===== src/rtl/pcrx_pkg.sv =====
// ----------------------------------------------------------------------------
// pcrx_pkg
// Shared types and constants for the measurement register extend block.
// ----------------------------------------------------------------------------
package pcrx_pkg;

    localparam int DIGEST_W = 160;
    localparam int MEAS_W   = 160;
    localparam int INDEX_W  = 8;

    localparam logic KIND_READ   = 1'b0;
    localparam logic KIND_EXTEND = 1'b1;

    localparam logic STATUS_OK    = 1'b0;
    localparam logic STATUS_RANGE = 1'b1;

    // classified request handed from front to back
    typedef struct packed {
        logic                   extend;
        logic                   bad_index;
        logic [INDEX_W-1:0]     index;
        logic [MEAS_W-1:0]      meas;
    } pcrx_req_t;

    // sha-1 initial value
    localparam logic [31:0] H0 = 32'h67452301;
    localparam logic [31:0] H1 = 32'hEFCDAB89;
    localparam logic [31:0] H2 = 32'h98BADCFE;
    localparam logic [31:0] H3 = 32'h10325476;
    localparam logic [31:0] H4 = 32'hC3D2E1F0;

    function automatic logic [31:0] round_k(input logic [6:0] rnd);
        logic [31:0] k;
        begin
            if (rnd < 7'd20)      k = 32'h5A827999;
            else if (rnd < 7'd40) k = 32'h6ED9EBA1;
            else if (rnd < 7'd60) k = 32'h8F1BBCDC;
            else                  k = 32'hCA62C1D6;
            return k;
        end
    endfunction

    function automatic logic [31:0] round_f(input logic [6:0] rnd,
                                            input logic [31:0] b,
                                            input logic [31:0] c,
                                            input logic [31:0] d);
        logic [31:0] f;
        begin
            if (rnd < 7'd20)      f = (b & c) | (~b & d);
            else if (rnd < 7'd40) f = b ^ c ^ d;
            else if (rnd < 7'd60) f = (b & c) | (b & d) | (c & d);
            else                  f = b ^ c ^ d;
            return f;
        end
    endfunction

endpackage


===== src/rtl/pcrx_front.sv =====
// ----------------------------------------------------------------------------
// pcrx_front
// Accepts requests, checks the index and queues them for the back end.
// ----------------------------------------------------------------------------
module pcrx_front #(
    parameter int REG_COUNT = 8
) (
    input  logic                  aclk,
    input  logic                  aresetn,
    input  logic                  s_tvalid,
    output logic                  s_tready,
    input  logic                  s_kind,
    input  logic [7:0]            s_index,
    input  logic [159:0]          s_meas,
    output logic                  req_valid,
    input  logic                  req_ready,
    output pcrx_pkg::pcrx_req_t   req
);
    import pcrx_pkg::*;

    // two-entry queue
    pcrx_req_t q_reg [2];
    logic      rd_ptr_reg, rd_ptr_next;
    logic      wr_ptr_reg, wr_ptr_next;
    logic [1:0] cnt_reg, cnt_next;
    logic      push, pop;
    pcrx_req_t in_req;

    // classify incoming word
    always_comb begin
        in_req.extend    = (s_kind == KIND_EXTEND);
        in_req.bad_index = ({24'd0, s_index} >= 32'(REG_COUNT));
        in_req.index     = s_index;
        in_req.meas      = s_meas;
    end

    assign s_tready  = (cnt_reg != 2'd2);
    assign push      = s_tvalid && s_tready;
    assign req_valid = (cnt_reg != 2'd0);
    assign pop       = req_valid && req_ready;
    assign req       = q_reg[rd_ptr_reg];

    // pointer update
    always_comb begin
        rd_ptr_next = rd_ptr_reg ^ pop;
        wr_ptr_next = wr_ptr_reg ^ push;
        cnt_next    = cnt_reg + {1'b0, push} - {1'b0, pop};
    end

    always_ff @(posedge aclk) begin
        if (!aresetn) begin
            rd_ptr_reg <= 1'b0;
            wr_ptr_reg <= 1'b0;
            cnt_reg    <= 2'd0;
        end else begin
            rd_ptr_reg <= rd_ptr_next;
            wr_ptr_reg <= wr_ptr_next;
            cnt_reg    <= cnt_next;
        end
    end

    // queue storage
    always_ff @(posedge aclk) begin
        if (push) begin
            q_reg[wr_ptr_reg] <= in_req;
        end
    end

endmodule


===== src/rtl/pcrx_back.sv =====
// ----------------------------------------------------------------------------
// pcrx_back
// Executes reads and extends: register bank, sha-1 round engine, output.
// ----------------------------------------------------------------------------
module pcrx_back #(
    parameter int REG_COUNT = 8
) (
    input  logic                  aclk,
    input  logic                  aresetn,
    input  logic                  req_valid,
    output logic                  req_ready,
    input  pcrx_pkg::pcrx_req_t   req,
    output logic                  m_tvalid,
    input  logic                  m_tready,
    output logic [167:0]          m_tdata    // status, value_high, value_mid, value_low, pad
);
    import pcrx_pkg::*;

    localparam int IDX_W = (REG_COUNT > 1) ? $clog2(REG_COUNT) : 1;

    typedef enum logic [1:0] {ST_IDLE, ST_ROUND, ST_OUT} state_t;

    state_t          state_reg;
    logic [159:0]    bank_reg [REG_COUNT];
    logic [REG_COUNT-1:0] valid_reg;
    logic [31:0]     w_reg [16];
    logic [31:0]     a_reg, b_reg, c_reg, d_reg, e_reg;
    logic [6:0]      rnd_reg;
    logic [IDX_W-1:0] idx_reg;
    logic            status_reg;
    logic [159:0]    value_reg;

    logic [IDX_W-1:0] rd_idx;
    logic [159:0]    old_val;
    logic [31:0]     w_new, t_val, wt;

    assign rd_idx  = req.index[IDX_W-1:0];
    assign old_val = valid_reg[rd_idx] ? bank_reg[rd_idx] : 160'd0;

    // schedule word and round value
    assign wt    = w_reg[0];
    assign w_new = {(w_reg[13] ^ w_reg[8] ^ w_reg[2] ^ w_reg[0])}
                   <<< 0;
    assign t_val = {a_reg[26:0], a_reg[31:27]} + round_f(rnd_reg, b_reg, c_reg, d_reg)
                   + e_reg + round_k(rnd_reg) + wt;

    assign req_ready = (state_reg == ST_IDLE);
    assign m_tvalid  = (state_reg == ST_OUT);
    assign m_tdata   = {7'd0, value_reg[31:0], value_reg[95:32], value_reg[159:96],
                        status_reg};

    // control and datapath
    always_ff @(posedge aclk) begin
        if (!aresetn) begin
            state_reg <= ST_IDLE;
            valid_reg <= '0;
            rnd_reg   <= 7'd0;
        end else begin
            unique case (state_reg)
                ST_IDLE: begin
                    if (req_valid) begin
                        idx_reg <= rd_idx;
                        if (req.bad_index) begin
                            status_reg <= STATUS_RANGE;
                            value_reg  <= 160'd0;
                            state_reg  <= ST_OUT;
                        end else if (!req.extend) begin
                            status_reg <= STATUS_OK;
                            value_reg  <= old_val;
                            state_reg  <= ST_OUT;
                        end else begin
                            status_reg <= STATUS_OK;
                            for (int i = 0; i < 5; i++) begin
                                w_reg[i] <= old_val[159-32*i -: 32];
                                w_reg[5+i] <= req.meas[159-32*i -: 32];
                            end
                            w_reg[10] <= 32'h80000000;
                            for (int i = 11; i < 15; i++) begin
                                w_reg[i] <= 32'd0;
                            end
                            w_reg[15] <= 32'd320;
                            a_reg <= H0; b_reg <= H1; c_reg <= H2;
                            d_reg <= H3; e_reg <= H4;
                            rnd_reg   <= 7'd0;
                            state_reg <= ST_ROUND;
                        end
                    end
                end
                ST_ROUND: begin
                    if (rnd_reg == 7'd80) begin
                        value_reg <= {H0 + a_reg, H1 + b_reg, H2 + c_reg,
                                      H3 + d_reg, H4 + e_reg};
                        bank_reg[idx_reg] <= {H0 + a_reg, H1 + b_reg, H2 + c_reg,
                                              H3 + d_reg, H4 + e_reg};
                        valid_reg[idx_reg] <= 1'b1;
                        state_reg <= ST_OUT;
                    end else begin
                        for (int i = 0; i < 15; i++) begin
                            w_reg[i] <= w_reg[i+1];
                        end
                        w_reg[15] <= {w_new[30:0], w_new[31]};
                        e_reg <= d_reg;
                        d_reg <= c_reg;
                        c_reg <= {b_reg[1:0], b_reg[31:2]};
                        b_reg <= a_reg;
                        a_reg <= t_val;
                        rnd_reg <= rnd_reg + 7'd1;
                    end
                end
                ST_OUT: begin
                    if (m_tready) begin
                        state_reg <= ST_IDLE;
                    end
                end
                default: state_reg <= ST_IDLE;
            endcase
        end
    end

endmodule


===== src/rtl/pcr_bank_sha1_extend_unit.sv =====
// ----------------------------------------------------------------------------
// pcr_bank_sha1_extend_unit
// Bank of 160-bit measurement registers with sha-1 extend and read.
// ----------------------------------------------------------------------------
// Requests enter on the s_ stream: tuser carries the kind (0 read,
// 1 extend), tdata the register index and the 20-byte measurement.
// Every request returns one word on the m_ stream with a status bit and
// the register value after the operation (zero when the index is out of
// range). A front end checks the index and holds up to two requests in a
// queue; the back end runs one request at a time.
// After it is accepted, an extend passes through the queue, a load step,
// 80 sha-1 rounds done one per cycle by a single round unit and a finish
// step before it can complete its output handshake. A read or a bad
// index passes through the queue and a load step straight to the output.
// The back end loads its next request the cycle after the output
// handshake, so it takes no new request before the last result is taken.
// Reset clears all registers to zero at once. If the receiver stalls the
// result holds in the output register; the queue keeps taking requests
// until it is full, then s_tready drops.
// ----------------------------------------------------------------------------
module pcr_bank_sha1_extend_unit #(
    parameter int REG_COUNT = 8
) (
    input  logic         aclk,
    input  logic         aresetn,
    input  logic         s_tvalid,
    output logic         s_tready,
    input  logic [167:0] s_tdata,   // reg_index, meas_high, meas_mid, meas_low
    input  logic         s_tuser,   // kind
    output logic         m_tvalid,
    input  logic         m_tready,
    output logic [167:0] m_tdata    // status, value_high, value_mid, value_low, pad
);
    import pcrx_pkg::*;

    pcrx_req_t req;
    logic      req_valid, req_ready;

    // front end
    pcrx_front #(.REG_COUNT(REG_COUNT)) u_front (
        .aclk      (aclk),
        .aresetn   (aresetn),
        .s_tvalid  (s_tvalid),
        .s_tready  (s_tready),
        .s_kind    (s_tuser),
        .s_index   (s_tdata[7:0]),
        .s_meas    ({s_tdata[71:8], s_tdata[135:72], s_tdata[167:136]}),
        .req_valid (req_valid),
        .req_ready (req_ready),
        .req       (req)
    );

    // back end
    pcrx_back #(.REG_COUNT(REG_COUNT)) u_back (
        .aclk      (aclk),
        .aresetn   (aresetn),
        .req_valid (req_valid),
        .req_ready (req_ready),
        .req       (req),
        .m_tvalid  (m_tvalid),
        .m_tready  (m_tready),
        .m_tdata   (m_tdata)
    );

endmodule


===== config.mk =====
export PLATFORM = sky130hd
export DESIGN_NAME = pcr_bank_sha1_extend_unit
export DESIGN_NICKNAME = d
export VERILOG_FILES = /design/src/rtl/pcrx_pkg.sv /design/src/rtl/pcrx_front.sv /design/src/rtl/pcrx_back.sv /design/src/rtl/pcr_bank_sha1_extend_unit.sv
export SDC_FILE = /design/constraint.sdc
export NUM_CORES = 2
export LEC_CHECK = 0
export BUFFER_PORTS_ARGS = -buffer_cell sky130_fd_sc_hd__buf_2
export CORE_AREA = 2 2 459 461
export CTS_BUF_LIST = sky130_fd_sc_hd__clkbuf_8
export DETAILED_ROUTE_END_ITERATION = 12
export DIE_AREA = 0 0 461 463
export HOLD_SLACK_MARGIN = 0.03
export PLACE_DENSITY = 0.73
export RECOVER_POWER = 25
export SETUP_SLACK_MARGIN = 0.15
export SLEW_MARGIN = 20
export SYNTH_ARGS = -nofsm -noshare
export SYNTH_HDL_FRONTEND = slang
export SYNTH_SLANG_ARGS = --single-unit

===== constraint.sdc =====
create_clock -name aclk -period 37.5 [get_ports aclk]
set_input_delay 5.625 -clock aclk [delete_from_list [all_inputs] [get_ports aclk]]
set_output_delay 5.625 -clock aclk [all_outputs]
set_load 0.1 [all_outputs]

* Word-level counts from Yosys, hierarchy flattened
Memory sizes are Yosys's and may differ from the RTL's. A register that Yosys moved wholly into a read port is not among the register bits.
Cells that the tools add are included.
** Storage, ports and cells
- Bits in registers :: 345
- Word-level logic and storage cells :: 177
- Memories :: 3
- Bits in writable memories :: 2132
** Memories
- u_back.bank_reg :: words 8, width 160, read ports 1, clocked after memory_dff 0, write ports 1, line pcrx_back.sv:24 : logic [159:0] bank_reg [REG_COUNT];
- u_back.w_reg :: words 16, width 32, read ports 16, clocked after memory_dff 0, write ports 16, line pcrx_back.sv:26 : logic [31:0] w_reg [16];
- u_front.q_reg :: words 2, width 170, read ports 1, clocked after memory_dff 1, write ports 1, line pcrx_front.sv:22 : pcrx_req_t q_reg [2];
** Operators by class
- Eq/ne operators :: 11
- $add $sub $neg :: 12
- Order comparisons :: 7
- Reductions and logical operators :: 12
- Mux-type cells :: 86
- Bitwise gates (word level) :: 32
** Operators with widths (number)
- $mux W32 :: 41
- $mux W160 :: 5
- $pmux W160 S2 :: 1
- $pmux W32 S2 :: 5
- $xor A32 B32 Y32 :: 5
- $add A32 B32 Y32 :: 4
- $and A32 B32 Y32 :: 4
- $add A32 B32 Y32 const A :: 3
- $or A32 B32 Y32 :: 3
- $add A29 B32 Y32 const A :: 1
- $add A31 B32 Y32 const A :: 1
- $not A32 Y32 :: 1
- $mux W31 :: 1
- $mux W7 :: 4
- $mux W1 :: 20
- $or A1 B1 Y1 :: 16
- $lt A7 B6 Y1 const B :: 2
- $pmux W7 S2 :: 1
- $mux W2 :: 5
- $reduce_and A5 Y1 :: 2
- $ge A8 B4 Y1 const B :: 1
- $lt A3 B4 Y1 const B :: 2
- $ne A2 B1 Y1 const B :: 4
- $or A8 B8 Y8 :: 1
- 20 further kinds :: 27

* Depth between registers and ports, before layout
- Depth in word-level cells :: 12
- Gate-level depth with buffers :: 24
- Gate-level depth less buffers :: 22

* By module
Synthesis repeated with hierarchy kept, for this count alone.
** Second synthesis, totals
- Cells, all modules :: 6662
- Area, all modules :: 103459.2 µm²
** By module, submodules not included
- pcrx_back :: instances 1, area each 90514.3 µm², seq. area each 61959.4 µm², cells each 6101
- pcrx_front :: instances 1, area each 12944.9 µm², seq. area each 10309.9 µm², cells each 561

* Worst setup path after synthesis
Ideal clock, no wire load.
- Path kind :: input-to-reg
- Start :: input port aresetn
- End :: memory u_back.bank_reg[0][0] (enable)
- Data required time :: 36622 ps
- Slack :: 19594 ps
- Setup time :: 878 ps
- Data arrival time :: 17029 ps
- Cell stages on the path :: 3
- Cells stage by stage :: nand2_1 or3b_2 nor3_1
** Between the ends
- Longest elaborated chain between the ends :: 2
** Ends and longest elaborated chain
- start: declaration :: line pcr_bank_sha1_extend_unit.sv:25 : input logic aresetn,
- $mux W1 :: line pcrx_back.sv:54 : if (!aresetn) begin
- $mux W1 (implied by the code) :: line pcrx_back.sv:93 : bank_reg[idx_reg] <= {H0 + a_reg, H1 + b_reg, H2 + c_reg,
- end: declaration :: line pcrx_back.sv:24
No other way between the ends.

==> flow_summary.json <==
{
  "crit_type": "reg -> reg",
  "grt_max_degree": 283,
  "cpPeakStageDelay_ns": 6.03,
  "top_usage_layer": "met2",
  "drive_gt1_frac": 0.104,
  "worst_pin_slew_ns": 9.07,
  "use_met3": 0.0791,
  "clock_latency_ns": 1.12,
  "crit_top_cell": "buf_4",
  "yosysMostFrequentCell": "nand2_1",
  "use_met2": 0.402,
  "final_hold_viol_count": 0,
  "port_buffers": 335,
  "maxCapViolCount": 7,
  "syn_to_final_growth_pct": 10.8,
  "rsz0062_at_grt": "false",
  "synth_cell_types": 77,
  "synthFlopType": "edfxtp_1",
  "fin_worst_skew_ns": 0.101,
  "syn_area_um2": 104000,
  "cts_tree": "done",
  "cp.arrival_ns": 12.68,
  "clockRootBuffer": "clkbuf_8",
  "cts.sinks": 2468,
  "grt.total_usage": 0.277,
  "fin_tns_setup_ns": 0,
  "wirelength_mm": 302,
  "switching_share": 0.336,
  "start_util": 0.497,
  "powerDensity_nw_per_um2": 61.2,
  "status": "complete, but fails checks",
  "synth_enable_flop_cells": 2254,
  "wl_per_cell_um": 25.3,
  "clock_path_buffers": 4,
  "place.gp.congestion": 0.974,
  "fmax_mhz": 83.7,
  "synthArstFlopShare": 0,
  "failed_checks": "capacitance limit, slew limit",
  "power_frac_seq": 0.471,
  "place_area_um2": 108000,
  "grtUsageMet1": 0.387,
  "drt-initial-drc-count": 10800,
  "grt_pass1_wl_mm": 436,
  "first_pass_iters": 10,
  "switching_power_w": 0.00236,
  "cp_cell_sequence": "nor2b_1 > clkbuf_1 > nand2_1 > nor2_4 > buf_4 > buf_12 > buf_4 > o21ai_0",
  "start_kind": "flip-flop",
  "yosys_warnings": 0,
  "worstPathMaxFanout": 282,
  "grt_overflow_total": 0,
  "fp.dieArea_um2": 213000,
  "nNetsFinal": 9156,
  "die_w_um": 461,
  "pwr-share-clk": 0.298,
  "drt-vias-per-instance": 5.89,
  "synthCells": 8471,
  "postCtsSetupBuffers": 0,
  "final.fill_count": 17000,
  "largest_reg_flops": 1280,
  "postCtsHoldBufs": 0,
  "drv_slew": 514,
  "intPower_w": 0.00467,
  "grt_pass1_vias": 66000,
  "cts_made_buffers": 403,
  "core_um2": 209000,
  "final_area_um2": 115000,
  "ys_ff_latch": 2468,
  "finalCritPeriodShare": 0.319,
  "timing.slew.headroom": -5.05,
  "setup_viol": 0,
  "p_comb_frac": 0.232,
  "yosys-top-cells-count": "nand2_1 (2347), edfxtp_1 (2254), nand3_1 (991), a21oi_1 (400), clkbuf_1 (354)",
  "vdd_drop_max_v": 0.0000702,
  "clkSlewWorstSetupHoldPaths_ns": 0.06,
  "antenna_found_initial": 17,
  "critical-path-slowest-cell": "clkbuf_1",
  "dpl.hpwl_mm": 193,
  "row_count": 168,
  "yosys.area.top_type": "edfxtp_1",
  "crit_path_end_kind": "flip-flop",
  "cts_resized": 0,
  "vias": 70300,
  "io_pins": 343,
  "drc": 0,
  "min_period_ns": 11.95,
  "cts_htree_levels": 5,
  "netlist.area_leader.share": 0.653,
  "die_y_um": 463,
  "p_leak_nw": 40.8,
  "synth.area.top_cells": "edfxtp_1 (65%), nand2_1 (8.5%), nand3_1 (4.8%)",
  "syn_area_per_cell_um2": 12.2,
  "ant_nets": 0,
  "hp-class": "reg -> reg",
  "cp.required_ns": 38.24,
  "synth_seq_area_share": 0.694
}
-- power by group through the flow --
| stage | Sequential [W] | Clock (W) | Combinational [W] |
|---|---|---|---|
| CTS | 0.00331 | 0.00211 | 0.00159 |
| floorplan | 0.00359 | 0 | 0.000883 |
| finish | 0.00331 | 0.00209 | 0.00163 |
| detailed placement | 0.00336 | 0 | 0.00159 |
| global placement | 0.00336 | 0 | 0.00156 |
| global route | 0.00332 | 0.00223 | 0.00174 |
-- layer usage --
metal,wire (µm),share of wire
met4,15000,0.050
met1,114000,0.38
met3,40700,0.13
met2,132000,0.44
met5,310,0.0010
-- placed cells by master (no fill, tap or decap), types with 62 or more instances in the layout --
cell type,n
clkbuf_8,416
dfxtp_1,214
clkinv_1,101
a22o_1,144
buf_2,335
inv_1,311
nand2_1,2345
xnor2_1,201
fa_1,114
edfxtp_1,2254
nand2b_1,62
mux2i_1,192
nor2_1,176
a21oi_1,401
o21ai_0,183
buf_4,78
nand3_1,991
-- cell type report --
| cell class | instances | area (µm²) | share of cell area |
|---|---|---|---|
| Antenna cell | 14 | 35.0 | 0.000305 |
| Clock buffer | 416 | 5730 | 0.0499 |
| Clock inverter | 289 | 1270 | 0.0110 |
| Inverter | 186 | 712 | 0.00620 |
| Multi-Input combinational cell | 5321 | 29100 | 0.253 |
| Sequential cell | 2468 | 72000 | 0.627 |
| Tap cell | 2805 | 3510 | 0.0306 |
| Timing Repair Buffer | 436 | 2550 | 0.0222 |
-- stage by stage --
step	instances	util	hold slack (ns)	power, W	setup slack [ns]
global route	11900	0.551	0.423	0.00729	24.74
floorplan	8477	-	0.426	0.00448	19.59
global placement	11200	0.518	0.435	0.00491	27.56
detailed placement	11200	0.518	0.439	0.00495	27.42
finish	11900	0.551	0.410	0.00703	25.55
CTS	11900	0.551	0.405	0.00701	28.60
-- kinds of logic after synthesis --
| kind of cell | after synthesis | share of synthesized area |
|---|---|---|
| compound gates | 936 | 0.0566 |
| xor+xnor | 257 | 0.0217 |
| fa+ha+maj | 167 | 0.0284 |
| buf+inv | 688 | 0.0265 |
| flops | 2468 | 0.694 |
| mux | 194 | 0.0188 |
| other cells | 1 | 0.0000362 |
| simple gates | 3760 | 0.154 |
-- final timing paths --
check,startpoint,to,slack (ns),depth (start not counted)
setup / recovery,u_back.state_reg[0],u_back.w_reg[1][40],25.55,8
hold / removal,u_back.w_reg[3][70],u_back.w_reg[3][38],0.41,2
setup reg to reg,u_back.state_reg[0],u_back.w_reg[1][40],25.55,8
hold reg to reg,u_back.w_reg[3][70],u_back.w_reg[3][38],0.41,2
-- critical path: cells and delay by family (launching register included) --
family / cells / cell delay [ns]
AO/OA/AOI/OAI: 1 / 0.24
buffers and inverters: 4 / 8.55
flip-flops: 1 / 0.42
AND/OR/NAND/NOR: 3 / 2.05
Power figures use the tool's default switching activity.
